==> config.mk <==
export PLATFORM = sky130hd
export DESIGN_NAME = string_hash_bucket_index_flat
export DESIGN_NICKNAME = d
export VERILOG_FILES = /design/src/rtl/shbi_pkg.sv /design/src/rtl/shbi_if.sv /design/src/rtl/shbi_ctrl.sv /design/src/rtl/shbi_dp.sv /design/src/rtl/string_hash_bucket_index.sv /design/src/flat_wrapper.sv
export SDC_FILE = /design/constraint.sdc
export NUM_CORES = 1
export LEC_CHECK = 0
export BUFFER_PORTS_ARGS = -buffer_cell sky130_fd_sc_hd__buf_2
export CAP_MARGIN = 15
export CORE_UTILIZATION = 35
export DETAILED_ROUTE_END_ITERATION = 8
export PLACE_DENSITY = 0.58
export REMOVE_ABC_BUFFERS = 1
export SYNTH_ARGS = -nofsm -noshare
export SYNTH_HDL_FRONTEND = slang
export SYNTH_SLANG_ARGS = --single-unit
==> constraint.sdc <==
create_clock -name clk -period 8.22 [get_ports clk]
set_input_delay 1.644 -clock clk [delete_from_list [all_inputs] [get_ports clk]]
set_output_delay 1.644 -clock clk [all_outputs]
set_load 0.01 [all_outputs]
==> src/rtl/shbi_pkg.sv <==
`timescale 1ns / 1ps

package shbi_pkg;

    // Field and register widths
    localparam int HASH_W   = 32;
    localparam int KEY_W    = 8;
    localparam int BCNT_W   = 21;
    localparam int IDX_W    = 20;
    localparam int APB_W    = 32;
    localparam int ADDR_W   = 3;

    // Remainder divider: one dividend bit per step
    localparam int DIV_STEPS = HASH_W;
    localparam int CNT_W     = $clog2(DIV_STEPS);

    localparam logic [BCNT_W-1:0] MAX_BUCKETS  = BCNT_W'(1048576);
    localparam logic [BCNT_W-1:0] BUCKET_RESET = BCNT_W'(16);

    // Register index decoded from paddr[2]
    localparam logic REG_BUCKET_COUNT = 1'b0;

    // Controller to datapath commands
    typedef struct packed {
        logic absorb;
        logic finalize;
        logic div_step;
        logic load_out;
    } shbi_cmd_t;

    // Datapath to controller status
    typedef struct packed {
        logic div_last;
    } shbi_sts_t;

endpackage

==> src/rtl/shbi_if.sv <==
`timescale 1ns / 1ps

interface shbi_key_if;
    import shbi_pkg::*;

    logic              valid;
    logic              ready;
    logic [KEY_W-1:0]  key_byte;
    logic              byte_valid;
    logic              last_byte;

    modport source (output valid, key_byte, byte_valid, last_byte, input ready);
    modport sink   (input valid, key_byte, byte_valid, last_byte, output ready);
endinterface

interface shbi_res_if;
    import shbi_pkg::*;

    logic              valid;
    logic              ready;
    logic [HASH_W-1:0] hash_value;
    logic [IDX_W-1:0]  bucket_index;

    modport source (output valid, hash_value, bucket_index, input ready);
    modport sink   (input valid, hash_value, bucket_index, output ready);
endinterface

==> src/rtl/shbi_ctrl.sv <==
`timescale 1ns / 1ps

module shbi_ctrl (
    input  logic                clk,
    input  logic                rst_n,
    input  logic                in_valid,
    input  logic                in_last,
    output logic                in_ready,
    output logic                out_valid,
    input  logic                out_ready,
    input  shbi_pkg::shbi_sts_t sts,
    output shbi_pkg::shbi_cmd_t cmd
);
    import shbi_pkg::*;

    typedef enum logic [1:0] {
        ST_IDLE,
        ST_FIN,
        ST_DIV,
        ST_DONE
    } state_t;

    state_t state_reg;
    state_t state_next;
    logic   out_valid_reg;
    logic   out_valid_next;
    logic   in_fire;
    logic   out_free;

    assign in_ready  = (state_reg == ST_IDLE);
    assign in_fire   = in_valid && in_ready;
    assign out_valid = out_valid_reg;
    assign out_free  = !out_valid_reg || out_ready;

    // Decode commands and next state
    always_comb
    begin
        state_next   = state_reg;
        cmd.absorb   = 1'b0;
        cmd.finalize = 1'b0;
        cmd.div_step = 1'b0;
        cmd.load_out = 1'b0;
        case (state_reg)
            ST_IDLE:
            begin
                cmd.absorb = in_fire;
                if (in_fire && in_last)
                begin
                    state_next = ST_FIN;
                end
            end
            ST_FIN:
            begin
                cmd.finalize = 1'b1;
                state_next   = ST_DIV;
            end
            ST_DIV:
            begin
                cmd.div_step = 1'b1;
                if (sts.div_last)
                begin
                    state_next = ST_DONE;
                end
            end
            ST_DONE:
            begin
                if (out_free)
                begin
                    cmd.load_out = 1'b1;
                    state_next   = ST_IDLE;
                end
            end
            default:
            begin
                state_next = ST_IDLE;
            end
        endcase
    end

    // Set on result load, drop when the request is taken
    always_comb
    begin
        out_valid_next = out_valid_reg;
        if (cmd.load_out)
        begin
            out_valid_next = 1'b1;
        end
        else if (out_valid_reg && out_ready)
        begin
            out_valid_next = 1'b0;
        end
    end

    // Hold state and the output valid flag
    always_ff @(posedge clk or negedge rst_n)
    begin
        if (!rst_n)
        begin
            state_reg     <= ST_IDLE;
            out_valid_reg <= 1'b0;
        end
        else
        begin
            state_reg     <= state_next;
            out_valid_reg <= out_valid_next;
        end
    end

endmodule

==> src/rtl/shbi_dp.sv <==
`timescale 1ns / 1ps

module shbi_dp (
    input  logic                          clk,
    input  logic                          rst_n,
    input  shbi_pkg::shbi_cmd_t           cmd,
    output shbi_pkg::shbi_sts_t           sts,
    input  logic [shbi_pkg::KEY_W-1:0]    key_byte,
    input  logic                          byte_valid,
    input  logic [shbi_pkg::BCNT_W-1:0]   bucket_count,
    output logic [shbi_pkg::HASH_W-1:0]   hash_value,
    output logic [shbi_pkg::IDX_W-1:0]    bucket_index
);
    import shbi_pkg::*;

    logic [HASH_W-1:0] hash_reg;
    logic [HASH_W-1:0] fin_reg;
    logic [HASH_W-1:0] dvd_reg;
    logic [IDX_W-1:0]  rem_reg;
    logic [CNT_W-1:0]  cnt_reg;
    logic [HASH_W-1:0] hash_out_reg;
    logic [IDX_W-1:0]  index_out_reg;

    logic [HASH_W-1:0] ext;
    logic [HASH_W-1:0] a1;
    logic [HASH_W-1:0] a2;
    logic [HASH_W-1:0] a3;
    logic [HASH_W-1:0] f1;
    logic [HASH_W-1:0] f2;
    logic [HASH_W-1:0] f3;
    logic [HASH_W-1:0] mag;
    logic [BCNT_W-1:0] modulus;
    logic [BCNT_W-1:0] trial;
    logic [BCNT_W-1:0] diff;

    // Absorb one sign-extended byte
    always_comb
    begin
        ext = {{(HASH_W-KEY_W){key_byte[KEY_W-1]}}, key_byte};
        a1  = hash_reg + ext;
        a2  = a1 + (a1 << 10);
        a3  = a2 ^ (a2 >> 6);
    end

    // Finalize and take the two's-complement magnitude
    always_comb
    begin
        f1  = hash_reg + (hash_reg << 3);
        f2  = f1 ^ (f1 >> 11);
        f3  = f2 + (f2 << 15);
        mag = f3[HASH_W-1] ? (~f3 + HASH_W'(1)) : f3;
    end

    // Clamp the bucket count into the legal modulus range
    always_comb
    begin
        if (bucket_count == '0)
        begin
            modulus = BCNT_W'(1);
        end
        else if (bucket_count > MAX_BUCKETS)
        begin
            modulus = MAX_BUCKETS;
        end
        else
        begin
            modulus = bucket_count;
        end
    end

    // One restoring remainder step
    always_comb
    begin
        trial = {rem_reg, dvd_reg[HASH_W-1]};
        diff  = trial - modulus;
    end

    assign sts.div_last = (cnt_reg == CNT_W'(DIV_STEPS - 1));

    // Running hash: clear on finalize
    always_ff @(posedge clk or negedge rst_n)
    begin
        if (!rst_n)
        begin
            hash_reg <= '0;
        end
        else if (cmd.finalize)
        begin
            hash_reg <= '0;
        end
        else if (cmd.absorb && byte_valid)
        begin
            hash_reg <= a3;
        end
    end

    // Divider and result payload
    always_ff @(posedge clk)
    begin
        if (cmd.finalize)
        begin
            fin_reg <= f3;
            dvd_reg <= mag;
            rem_reg <= '0;
            cnt_reg <= '0;
        end
        else if (cmd.div_step)
        begin
            dvd_reg <= dvd_reg << 1;
            cnt_reg <= cnt_reg + CNT_W'(1);
            if (trial >= modulus)
            begin
                rem_reg <= diff[IDX_W-1:0];
            end
            else
            begin
                rem_reg <= trial[IDX_W-1:0];
            end
        end
        if (cmd.load_out)
        begin
            hash_out_reg  <= fin_reg;
            index_out_reg <= rem_reg;
        end
    end

    assign hash_value   = hash_out_reg;
    assign bucket_index = index_out_reg;

endmodule

==> src/rtl/string_hash_bucket_index.sv <==
`timescale 1ns / 1ps
// Channel     Dir  Fields                                   Handshake
// key_in      in   key_byte[7:0], byte_valid, last_byte     valid/ready
// result_out  out  hash_value[31:0], bucket_index[19:0]     valid/ready
// apb         in   bucket_count at byte address 0           psel/penable/pready
//
// Items without last_byte leave key_in ready. An item with last_byte is absorbed,
// then the next is taken only after finalize, 32 remainder steps of the
// bit-serial divider, and the load into the output register.
// Reset clears the running hash and control state and sets bucket_count to 16.
// A stalled result waits in the output register; key bytes are taken meanwhile
// until the next key end needs that register.

module string_hash_bucket_index (
    input  logic                          clk,
    input  logic                          rst_n,
    input  logic                          psel,
    input  logic                          penable,
    input  logic                          pwrite,
    input  logic [shbi_pkg::ADDR_W-1:0]   paddr,
    input  logic [shbi_pkg::APB_W-1:0]    pwdata,
    output logic [shbi_pkg::APB_W-1:0]    prdata,
    output logic                          pready,
    shbi_key_if.sink                      key_in,
    shbi_res_if.source                    result_out
);
    import shbi_pkg::*;

    logic [BCNT_W-1:0] bucket_count_reg;
    logic              reg_sel;
    shbi_cmd_t         cmd;
    shbi_sts_t         sts;

    assign pready  = 1'b1;
    assign reg_sel = (paddr[2] == REG_BUCKET_COUNT);

    // Write the bucket count register
    always_ff @(posedge clk or negedge rst_n)
    begin
        if (!rst_n)
        begin
            bucket_count_reg <= BUCKET_RESET;
        end
        else if (psel && penable && pwrite && pready && reg_sel)
        begin
            bucket_count_reg <= pwdata[BCNT_W-1:0];
        end
    end

    // Read back the register, zero beyond the list
    always_comb
    begin
        prdata = '0;
        if (reg_sel)
        begin
            prdata = {{(APB_W-BCNT_W){1'b0}}, bucket_count_reg};
        end
    end

    shbi_ctrl u_ctrl (
        .clk       (clk),
        .rst_n     (rst_n),
        .in_valid  (key_in.valid),
        .in_last   (key_in.last_byte),
        .in_ready  (key_in.ready),
        .out_valid (result_out.valid),
        .out_ready (result_out.ready),
        .sts       (sts),
        .cmd       (cmd)
    );

    shbi_dp u_dp (
        .clk          (clk),
        .rst_n        (rst_n),
        .cmd          (cmd),
        .sts          (sts),
        .key_byte     (key_in.key_byte),
        .byte_valid   (key_in.byte_valid),
        .bucket_count (bucket_count_reg),
        .hash_value   (result_out.hash_value),
        .bucket_index (result_out.bucket_index)
    );

endmodule
==> src/flat_wrapper.sv <==
// flat-port wrapper written by rule: the top's interface ports become plain ports
module string_hash_bucket_index_flat import shbi_pkg::*;
  (clk, rst_n, psel, penable, pwrite, paddr, pwdata, prdata, pready, key_in_valid, key_in_key_byte, key_in_byte_valid, key_in_last_byte, key_in_ready, result_out_valid, result_out_hash_value, result_out_bucket_index, result_out_ready);
  shbi_key_if key_in_i ();
  shbi_res_if result_out_i ();
  input  logic clk;
  input  logic rst_n;
  input  logic psel;
  input  logic penable;
  input  logic pwrite;
  input  logic [shbi_pkg::ADDR_W-1:0] paddr;
  input  logic [shbi_pkg::APB_W-1:0] pwdata;
  output logic [shbi_pkg::APB_W-1:0] prdata;
  output logic pready;
  input wire logic [$bits(key_in_i.valid)-1:0] key_in_valid;
  input wire logic [$bits(key_in_i.key_byte)-1:0] key_in_key_byte;
  input wire logic [$bits(key_in_i.byte_valid)-1:0] key_in_byte_valid;
  input wire logic [$bits(key_in_i.last_byte)-1:0] key_in_last_byte;
  output wire logic [$bits(key_in_i.ready)-1:0] key_in_ready;
  output wire logic [$bits(result_out_i.valid)-1:0] result_out_valid;
  output wire logic [$bits(result_out_i.hash_value)-1:0] result_out_hash_value;
  output wire logic [$bits(result_out_i.bucket_index)-1:0] result_out_bucket_index;
  input wire logic [$bits(result_out_i.ready)-1:0] result_out_ready;
  assign key_in_i.valid = key_in_valid;
  assign key_in_i.key_byte = key_in_key_byte;
  assign key_in_i.byte_valid = key_in_byte_valid;
  assign key_in_i.last_byte = key_in_last_byte;
  assign key_in_ready = key_in_i.ready;
  assign result_out_valid = result_out_i.valid;
  assign result_out_hash_value = result_out_i.hash_value;
  assign result_out_bucket_index = result_out_i.bucket_index;
  assign result_out_i.ready = result_out_ready;
  string_hash_bucket_index u_core (.clk(clk), .rst_n(rst_n), .psel(psel), .penable(penable), .pwrite(pwrite), .paddr(paddr), .pwdata(pwdata), .prdata(prdata), .pready(pready), .key_in(key_in_i), .result_out(result_out_i));
endmodule
==> results of run 1 <==
## worst register-to-register path, stage by stage, from the launching register on
cell	delay (ns)
dfrtp_1	0.48
ha_1	0.36
a211oi_1	0.36
o21ai_0	0.27
nand4_1	0.24
nand4_1	0.23
a31oi_1	0.25
nor2b_1	0.08
o21ai_0	0.23
nand2b_1	0.10
a211oi_1	0.27
nor2_1	0.15
xor2_1	0.17
ha_1	0.37
nor2b_1	0.19
o2111ai_1	0.25
nand3_1	0.19
nand3_1	0.18
a31oi_1	0.13
a31o_2	0.29
a21o_1	0.19
and3_1	0.42
nor2_4	0.54
inv_1	0.27
and3_1	0.23
o31ai_1	0.22
## area by class of cell
cell class	count	area, um2	share of cell area (%)
Sequential cell	197	5390	33.1
Multi-Input combinational cell	1255	8780	54.0
Inverter	58	218	1.34
Clock inverter	14	160	0.984
Clock buffer	18	429	2.64
Tap cell	532	666	4.09
Timing Repair Buffer	121	629	3.87
## worst min path at each step
stage,from,to,slack [ns],depth (start not counted)
5_1_grt,u_core.u_dp.fin_reg[15],u_core.u_dp.hash_value[15],0.42,0
3_5_place_dp,u_core.u_dp.fin_reg[10],u_core.u_dp.hash_value[10],0.40,0
4_1_cts,u_core.u_dp.fin_reg[15],u_core.u_dp.hash_value[15],0.42,0
3_3_place_gp,u_core.u_dp.fin_reg[13],u_core.u_dp.hash_value[13],0.40,0
2_1_floorplan,u_core.u_dp.fin_reg[0],u_core.u_dp.hash_value[0],0.40,0
6_report,u_core.u_dp.fin_reg[29],u_core.u_dp.hash_value[29],0.42,0
## cells by family after synthesis
kind of cell               share of synthesized area [%]
AOI/OAI and AO/OA                                   19.6
xor gates and xnor gates                            9.05
DFF                                                 36.9
adders and majority gates                           11.3
other                                             0.0515
buffers and inverters                               3.30
muxes                                               3.00
and+or+nand+nor                                     16.8
## Yosys cell counts, drive strengths merged, types with 19 or more instances
cell type,n
a21o,27
o21a,19
nor2b,35
nand2,149
xnor2,101
a211oi,29
nand2b,20
nand3,22
clkbuf,31
ha,124
edfxtp,116
a21oi,105
nor3,40
xor2,34
a31oi,28
mux2,30
nor2,128
inv,58
dfxtp,25
buf,23
o21ai,96
dfrtp,55
or3,21
## metal layers
| metal | track usage [%] | vias up | part of all wire, % | wire length (um) |
|---|---|---|---|---|
| li1 | - | 5935 | - | - |
| met1 | 22.6 | 5624 | 46 | 16800 |
| met2 | 29.7 | 226 | 48 | 17700 |
| met3 | 2.49 | 48 | 3.4 | 1230 |
| met4 | 6.07 | 2 | 2.3 | 835 |
| met5 | 0 | - | 0.036 | 13 |
## power groups by stage
stage	sequential (W)	clock, W	combinational, W
CTS	0.00186	0.000863	0.00526
global placement	0.00187	0	0.00516
detailed placement	0.00188	0	0.00523
finish	0.00186	0.000841	0.00525
global route	0.00190	0.000904	0.00584
floorplan	0.00185	0	0.00395
## through the flow
stage	hold WS, ns	utilization, %	cell area, um2
2_1_floorplan	0.400	-	14400
3_3_place_gp	0.403	38.3	15700
3_5_place_dp	0.405	38.3	15700
4_1_cts	0.418	39.7	16300
5_1_grt	0.422	39.8	16300
6_report	0.418	39.8	16300
==> impl_metrics.json, run 1 <==
{
  "avgRoutedWirePerCell_um": 16.6,
  "hold_violations": 0,
  "path_max_fanout": 28,
  "mostFrequentLayoutCells": "149 x nand2_1, 126 x nor2_1, 123 x ha_1",
  "max_stage_delay_ns": 0.53,
  "maxSlewViolCount": 0,
  "nFillCells": 4084,
  "post_synth_num_cell_types": 87,
  "place_congestion": 0.897,
  "rsz0062_at_grt": "no",
  "drt_iter0_markers": 675,
  "synth.avg_cell_area_um2": 9.39,
  "ant_nets": 0,
  "p_leak_nw": 6.83,
  "cts_buffers": 17,
  "start_util_pct": 35.6,
  "dp_hpwl_um": 28800,
  "die_w_um": 206,
  "setup_tns_ns": 0,
  "required_ns": 8.50,
  "via_per_inst": 5.39,
  "grt_max_degree": 92,
  "place_inst": 2162,
  "status": "finished clean",
  "layout.cells.non_filler": 2195,
  "timing.rr.start": "u_core.u_dp.hash_reg[4]",
  "fin_skew_ns": 0.0116,
  "grt_pass1_vias": 11300,
  "finalNetCount": 1831,
  "grt_usage_pct": 17.5,
  "drive_above_1_share_pct": 12.9,
  "synthArstFlopShare_pct": 28.4,
  "yosys.area.top_type_share_pct": 23.9,
  "vias": 11800,
  "overflow": 0,
  "synth_area_leaders": "edfxtp_1 24%, ha_1 11%, dfrtp_1 9.4%",
  "yosys_warnings": 0,
  "clk_latency_ns": 0.46,
  "cp-start-kind": "register",
  "path_class": "register to register",
  "end_kind": "register",
  "rr_endpoint": "u_core.u_dp.dvd_reg[16]",
  "pwr-share-seq_pct": 23.4,
  "cts.clk_slew.worst_paths_ns": 0.08,
  "power_density_mw_per_mm2": 488,
  "ff2ff_path_depth": 25,
  "drc": 0,
  "drt-total-wl_um": 36500,
  "finalPower_w": 0.00795,
  "h-tree-depth": 4,
  "numClockSinks": 197,
  "path_delay_family": "simple AND/OR/NAND/NOR gates",
  "vdd_drop_max_mv": 0.183,
  "worst_pin_slew_ns": 1.04,
  "setup_ws_ns": 1.40,
  "crit_start": "u_core.u_dp.hash_reg[4]",
  "dieArea_mm2": 0.0425,
  "synth_edf_count": 116,
  "clock_path_buffers": 2,
  "portBuffers": 113,
  "worst-r2r-setup-slack_ns": 1.40,
  "relSlewSlack_pct": 30.0,
  "synth-seq-cells": 197,
  "ys.flop_type": "edfxtp_1",
  "switching_power_w": 0.00377,
  "cts_hold_repair.buffers": 0,
  "cp_slowest_cell": "nor2_4",
  "cts_root_buf": "clkbuf_16",
  "ctsResizeCount": 0,
  "drv_cap": 0,
  "dr.pass1.iters": 5,
  "final-setup-viol-count": 0,
  "min_period_over_period_pct": 82.9,
  "mostFrequentLayoutCell": "nand2_1",
  "hp-class": "register to register",
  "max_freq_mhz": 147,
  "synthToLayoutAreaGrowth_pct": 11.6,
  "crit_buf_inv": 1,
  "antenna_found_initial": 1,
  "antenna_cells": 0,
  "grt_pass1_wl_um": 58900,
  "internal_power_w": 0.00418,
  "worstPathArrival_ns": 7.10,
  "period_minus_slack_ns": 6.82,
  "synthCells": 1554,
  "cts_tree": "done",
  "power_frac_clock_pct": 10.6,
  "cp_num_cells": 25,
  "yosysTopAreaCell": "edfxtp_1",
  "comb_power_share_pct": 66.1,
  "post-place-ws_ns": 1.09,
  "rows": 74,
  "ios": 139,
  "synth_area_mm2": 0.0146,
  "core_area_mm2": 0.0409,
  "switching_share_pct": 47.4,
  "die_h_um": 206,
  "cp-endpoint": "u_core.u_dp.dvd_reg[16]",
  "ys_seq_area_share_pct": 36.9,
  "post_cts_buffers": 0
}
(Power assumes the default switching activity.)
==> run 2, diff against run 1 <==
==> constraint.sdc (replaced) <==
create_clock -name clk -period 7.2 [get_ports clk]
set_input_delay 1.44 -clock clk [delete_from_list [all_inputs] [get_ports clk]]
set_output_delay 1.44 -clock clk [all_outputs]
set_load 0.01 [all_outputs]
==> impl_metrics.json, run 2 (synthesis results as in run 1) <==
{
  "die_w_um": 206,
  "comb_power_share_pct": 66.4,
  "cts_tree": "done",
  "fin_skew_ns": 0.0135,
  "path_class": "register to register",
  "core_area_mm2": 0.0409,
  "post-place-ws_ns": 0.416,
  "rows": 74,
  "mostFrequentLayoutCell": "nand2_1",
  "pwr-share-seq_pct": 23.0,
  "ant_nets": 0,
  "vdd_drop_max_mv": 0.234,
  "grt_pass1_wl_um": 58300,
  "portBuffers": 113,
  "max_freq_mhz": 151,
  "hold_violations": 0,
  "worstPathArrival_ns": 6.92,
  "switching_share_pct": 47.2,
  "dr.pass1.iters": 5,
  "required_ns": 7.50,
  "clock_path_buffers": 2,
  "period_minus_slack_ns": 6.63,
  "synthToLayoutAreaGrowth_pct": 12.1,
  "setup_ws_ns": 0.572,
  "cts_hold_repair.buffers": 0,
  "place_congestion": 0.893,
  "crit_start": "u_core.u_dp.hash_reg[11]",
  "rr_endpoint": "u_core.u_dp.dvd_reg[10]",
  "maxSlewViolCount": 0,
  "drt_iter0_markers": 756,
  "finalNetCount": 1841,
  "timing.rr.start": "u_core.u_dp.hash_reg[11]",
  "cts_buffers": 17,
  "dp_hpwl_um": 28600,
  "cp-start-kind": "register",
  "final-setup-viol-count": 0,
  "path_max_fanout": 17,
  "antenna_found_initial": 1,
  "grt_max_degree": 91,
  "h-tree-depth": 4,
  "via_per_inst": 5.36,
  "drt-total-wl_um": 36400,
  "end_kind": "register",
  "drive_above_1_share_pct": 13.4,
  "clk_latency_ns": 0.46,
  "ctsResizeCount": 0,
  "avgRoutedWirePerCell_um": 16.5,
  "power_frac_clock_pct": 10.5,
  "cts_root_buf": "clkbuf_16",
  "layout.cells.non_filler": 2205,
  "nFillCells": 4114,
  "die_h_um": 206,
  "internal_power_w": 0.00483,
  "dieArea_mm2": 0.0425,
  "ios": 139,
  "cp-endpoint": "u_core.u_dp.dvd_reg[10]",
  "place_inst": 2169,
  "mostFrequentLayoutCells": "149 x nand2_1, 126 x nor2_1, 123 x ha_1",
  "power_density_mw_per_mm2": 560,
  "rsz0062_at_grt": "no",
  "post_cts_buffers": 0,
  "min_period_over_period_pct": 92.1,
  "vias": 11800,
  "numClockSinks": 197,
  "grt_usage_pct": 17.3,
  "worst_pin_slew_ns": 1.12,
  "setup_tns_ns": 0,
  "switching_power_w": 0.00432,
  "ff2ff_path_depth": 24,
  "relSlewSlack_pct": 24.5,
  "drc": 0,
  "worst-r2r-setup-slack_ns": 0.57,
  "cts.clk_slew.worst_paths_ns": 0.07,
  "grt_pass1_vias": 11200,
  "status": "finished clean",
  "p_leak_nw": 6.87,
  "hp-class": "register to register",
  "drv_cap": 0,
  "antenna_cells": 0,
  "start_util_pct": 35.6,
  "overflow": 0
}
[run 2: worst max-delay path: stages, from the launching register on]
cell,delay [ns]
dfrtp_1,0.44
ha_1,0.55
nand4_1,0.23
nor3_1,0.22
nand4_1,0.21
nand4_1,0.26
a31oi_1,0.13
nor2b_1,0.16
nor2_1,0.07
xnor2_1,0.36
xnor2_1,0.24
ha_1,0.23
inv_1,0.05
fa_1,0.44
nor2b_1,0.22
o2111ai_1,0.18
nand3_1,0.18
nand3_1,0.14
a31oi_1,0.25
a31o_2,0.21
a21o_1,0.14
and3_1,0.66
nor2_2,0.27
or3_1,0.41
a31oi_1,0.18
[run 2: final cells by class]
type / instances / area [um2] / area share (%)
Inverter: 58 / 218 / 1.33
Tap cell: 532 / 666 / 4.07
Clock inverter: 14 / 155 / 0.949
Sequential cell: 197 / 5390 / 32.9
Clock buffer: 18 / 429 / 2.62
Multi-Input combinational cell: 1256 / 8790 / 53.8
Timing Repair Buffer: 130 / 709 / 4.34
[run 2: worst min path at each step]
| stage | slack, ns | to | cells after the start | startpoint |
|---|---|---|---|---|
| finish | 0.42 | u_core.u_dp.hash_value[9] | 0 | u_core.u_dp.fin_reg[9] |
| global route | 0.42 | u_core.u_dp.hash_value[30] | 0 | u_core.u_dp.fin_reg[30] |
| CTS | 0.42 | u_core.u_dp.hash_value[9] | 0 | u_core.u_dp.fin_reg[9] |
| detailed placement | 0.40 | u_core.u_dp.hash_value[27] | 0 | u_core.u_dp.fin_reg[27] |
| global placement | 0.40 | u_core.u_dp.hash_value[29] | 0 | u_core.u_dp.fin_reg[29] |
| floorplan | 0.40 | u_core.u_dp.hash_value[0] | 0 | u_core.u_dp.fin_reg[0] |
[run 2: layer usage]
metal | wire length (um) | GRT usage [%] | share of wire, % | up-vias
met4 | 663 | 5.88 | 1.8 | 2
li1 | - | - | - | 5944
met5 | 17 | 0 | 0.047 | -
met3 | 954 | 1.96 | 2.6 | 39
met1 | 17000 | 22.7 | 47 | 5625
met2 | 17800 | 29.5 | 49 | 200
[run 2: stage by stage]
stage	hold WS [ns]	util [%]	cell area [um2]	total power (W)
finish	0.420	40.0	16400	0.00916
global route	0.424	40.0	16400	0.00994
CTS	0.420	39.9	16300	0.00913
detailed placement	0.405	38.4	15700	0.00813
global placement	0.403	38.4	15700	0.00805
floorplan	0.400	-	14400	0.00662
[run 2: power by group through the flow]
stage / Combinational [W] / Sequential (W) / Clock, W
floorplan: 0.00451 / 0.00211 / 0
global placement: 0.00592 / 0.00213 / 0
detailed placement: 0.00599 / 0.00214 / 0
CTS: 0.00602 / 0.00212 / 0.000982
global route: 0.00676 / 0.00217 / 0.00102
finish: 0.00608 / 0.00211 / 0.000964
==> run 3, diff against run 2 <==
--- a/config.mk
+++ b/config.mk
@@ -7,6 +7,7 @@
 export LEC_CHECK = 0
 export BUFFER_PORTS_ARGS = -buffer_cell sky130_fd_sc_hd__buf_2
 export CAP_MARGIN = 15
+export CORE_ASPECT_RATIO = 0.75
 export CORE_UTILIZATION = 35
 export DETAILED_ROUTE_END_ITERATION = 8
 export PLACE_DENSITY = 0.58
==> impl_metrics.json, run 3 (synthesis results as in run 1) <==
{
  "status": "finished clean",
  "clk_latency_ns": 0.46,
  "h-tree-depth": 4,
  "path_class": "register to register",
  "cts_root_buf": "clkbuf_16",
  "place_inst": 2199,
  "wl_met2_um": 15500,
  "drt-total-wl_um": 38200,
  "die_w_um": 238,
  "highest-signal-layer": "met4",
  "finalNetCount": 1839,
  "max_stage_delay_ns": 0.49,
  "grt_pass1_vias": 11000,
  "crit_buf_inv": 0,
  "drc": 0,
  "die_h_um": 179,
  "cp-start-kind": "register",
  "maxSlewViolCount": 0,
  "mostFrequentLayoutCell": "nand2_1",
  "worstPathArrival_ns": 6.88,
  "cts_tree": "done",
  "drt_iter0_markers": 1017,
  "setup_ws_ns": 0.475,
  "ant_nets": 0,
  "grt_usage_pct": 18.1,
  "layout.cells.non_filler": 2232,
  "worst_pin_slew_ns": 0.928,
  "nFillCells": 4062,
  "overflow": 0,
  "relSlewSlack_pct": 37.4,
  "cts_buffers": 17,
  "ios": 139,
  "period_minus_slack_ns": 6.73,
  "avgRoutedWirePerCell_um": 17.1,
  "post-place-ws_ns": 0.328,
  "dieArea_mm2": 0.0425,
  "path_delay_family": "simple AND/OR/NAND/NOR gates",
  "ctsResizeCount": 0,
  "via_per_inst": 5.37,
  "core_area_mm2": 0.0409,
  "drv_cap": 0,
  "rows": 64,
  "hp-class": "register to register",
  "grt_max_degree": 66,
  "cts.clk_slew.worst_paths_ns": 0.09,
  "path_cells": "ha_1 -> a211oi_2 -> o21ai_0 -> nand4_1 -> nand4_1 -> a31oi_1 -> nor2b_1 -> o21ai_0 -> a21oi_1 -> o21a_1 -> nor2_1 -> xnor3_1 -> ha_1 -> and4_1 -> nor3_1 -> or3b_2 -> a2111o_1 -> or4_1 -> nor3_1 -> nand2_1 -> nor3_1 -> or3_1 -> a31oi_1",
  "vias": 12000,
  "numClockSinks": 197,
  "max_freq_mhz": 149,
  "mostFrequentLayoutCells": "149 x nand2_1, 126 x nor2_1, 123 x ha_1",
  "fin_skew_ns": 0.0158,
  "antenna_found_initial": 0,
  "start_util_pct": 35.7,
  "min_period_over_period_pct": 93.4,
  "dr.pass1.iters": 5,
  "post_cts_buffers": 0,
  "path_max_fanout": 6,
  "hold-worst-slack_ns": 0.420,
  "cts_hold_repair.buffers": 0,
  "end_kind": "register",
  "required_ns": 7.35,
  "p_leak_nw": 6.88,
  "vdd_drop_max_mv": 0.254,
  "post_dp_cell_area_mm2": 0.0158,
  "portBuffers": 113,
  "path_common_cell": "nor3_1",
  "synthToLayoutAreaGrowth_pct": 12.4,
  "hold_violations": 0,
  "grt_pass1_wl_um": 60900,
  "final-setup-viol-count": 0,
  "cp_slowest_cell": "or3b_2",
  "met3_wirelength_um": 2000,
  "power_density_mw_per_mm2": 564,
  "design_area_mm2": 0.0164,
  "clock_path_buffers": 2,
  "dp_hpwl_um": 29700,
  "wl_met1_um": 20400,
  "drive_above_1_share_pct": 13.4,
  "place_congestion": 0.894,
  "antenna_cells": 0,
  "post-route-util_pct": 40.1
}
## run 3: cell types whose count changed in the layout (fill, tap and decap cells not counted), moves of 2 or more
cell / before / now
inv_12: 0 / 3
clkinv_8: 1 / 3
inv_8: 3 / 6
inv_6: 5 / 1
## run 3: routing by layer
layer  global-route usage [%]  up-vias
met5                        0        -
met4                     3.52        0
met3                     3.22       23
met2                     25.3      307
met1                     28.5     5706
li1                         -     5950
## run 3: layout make-up
cell class	count	area (um2)	share of cell area [%]
multi-input combinational	1255	8790	53.6
sequential	197	5390	32.8
tap	561	702	4.28
timing repair buffer	129	693	4.23
clock buffer	17	425	2.59
inverter	58	218	1.33
clock inverter	15	189	1.15
## run 3: report_power, final
| group | total (W) | internal, W | switching (W) |
|---|---|---|---|
| logic | 0.00613 | 0.00244 | 0.00369 |
| registers | 0.00213 | 0.00188 | 0.000245 |
| clock network | 0.000997 | 0.000480 | 0.000517 |
| total | 0.00926 | 0.00480 | 0.00446 |
## run 3: final timing paths
check,from,endpoint,slack (ns),cells after the start
worst max-delay path,u_core.u_dp.hash_reg[4],u_core.u_dp.dvd_reg[29],0.47,23
worst min-delay path,u_core.u_dp.fin_reg[17],u_core.u_dp.hash_value[17],0.42,0
worst max register to register,u_core.u_dp.hash_reg[4],u_core.u_dp.dvd_reg[29],0.47,23
worst min register to register,u_core.u_dp.fin_reg[17],u_core.u_dp.hash_value[17],0.42,0
max in group asynchronous,rst_n,u_core.u_dp.hash_reg[15],5.52,2
min in group asynchronous,rst_n,u_core.bucket_count_reg[16],1.10,2
## run 3: metrics by stage
stage | total power, W | TNS, ns
floorplan | 0.00662 | 0
global placement | 0.00815 | 0
detailed placement | 0.00823 | 0
CTS | 0.00927 | 0
global route | 0.0101 | -0.00344
finish | 0.00926 | 0
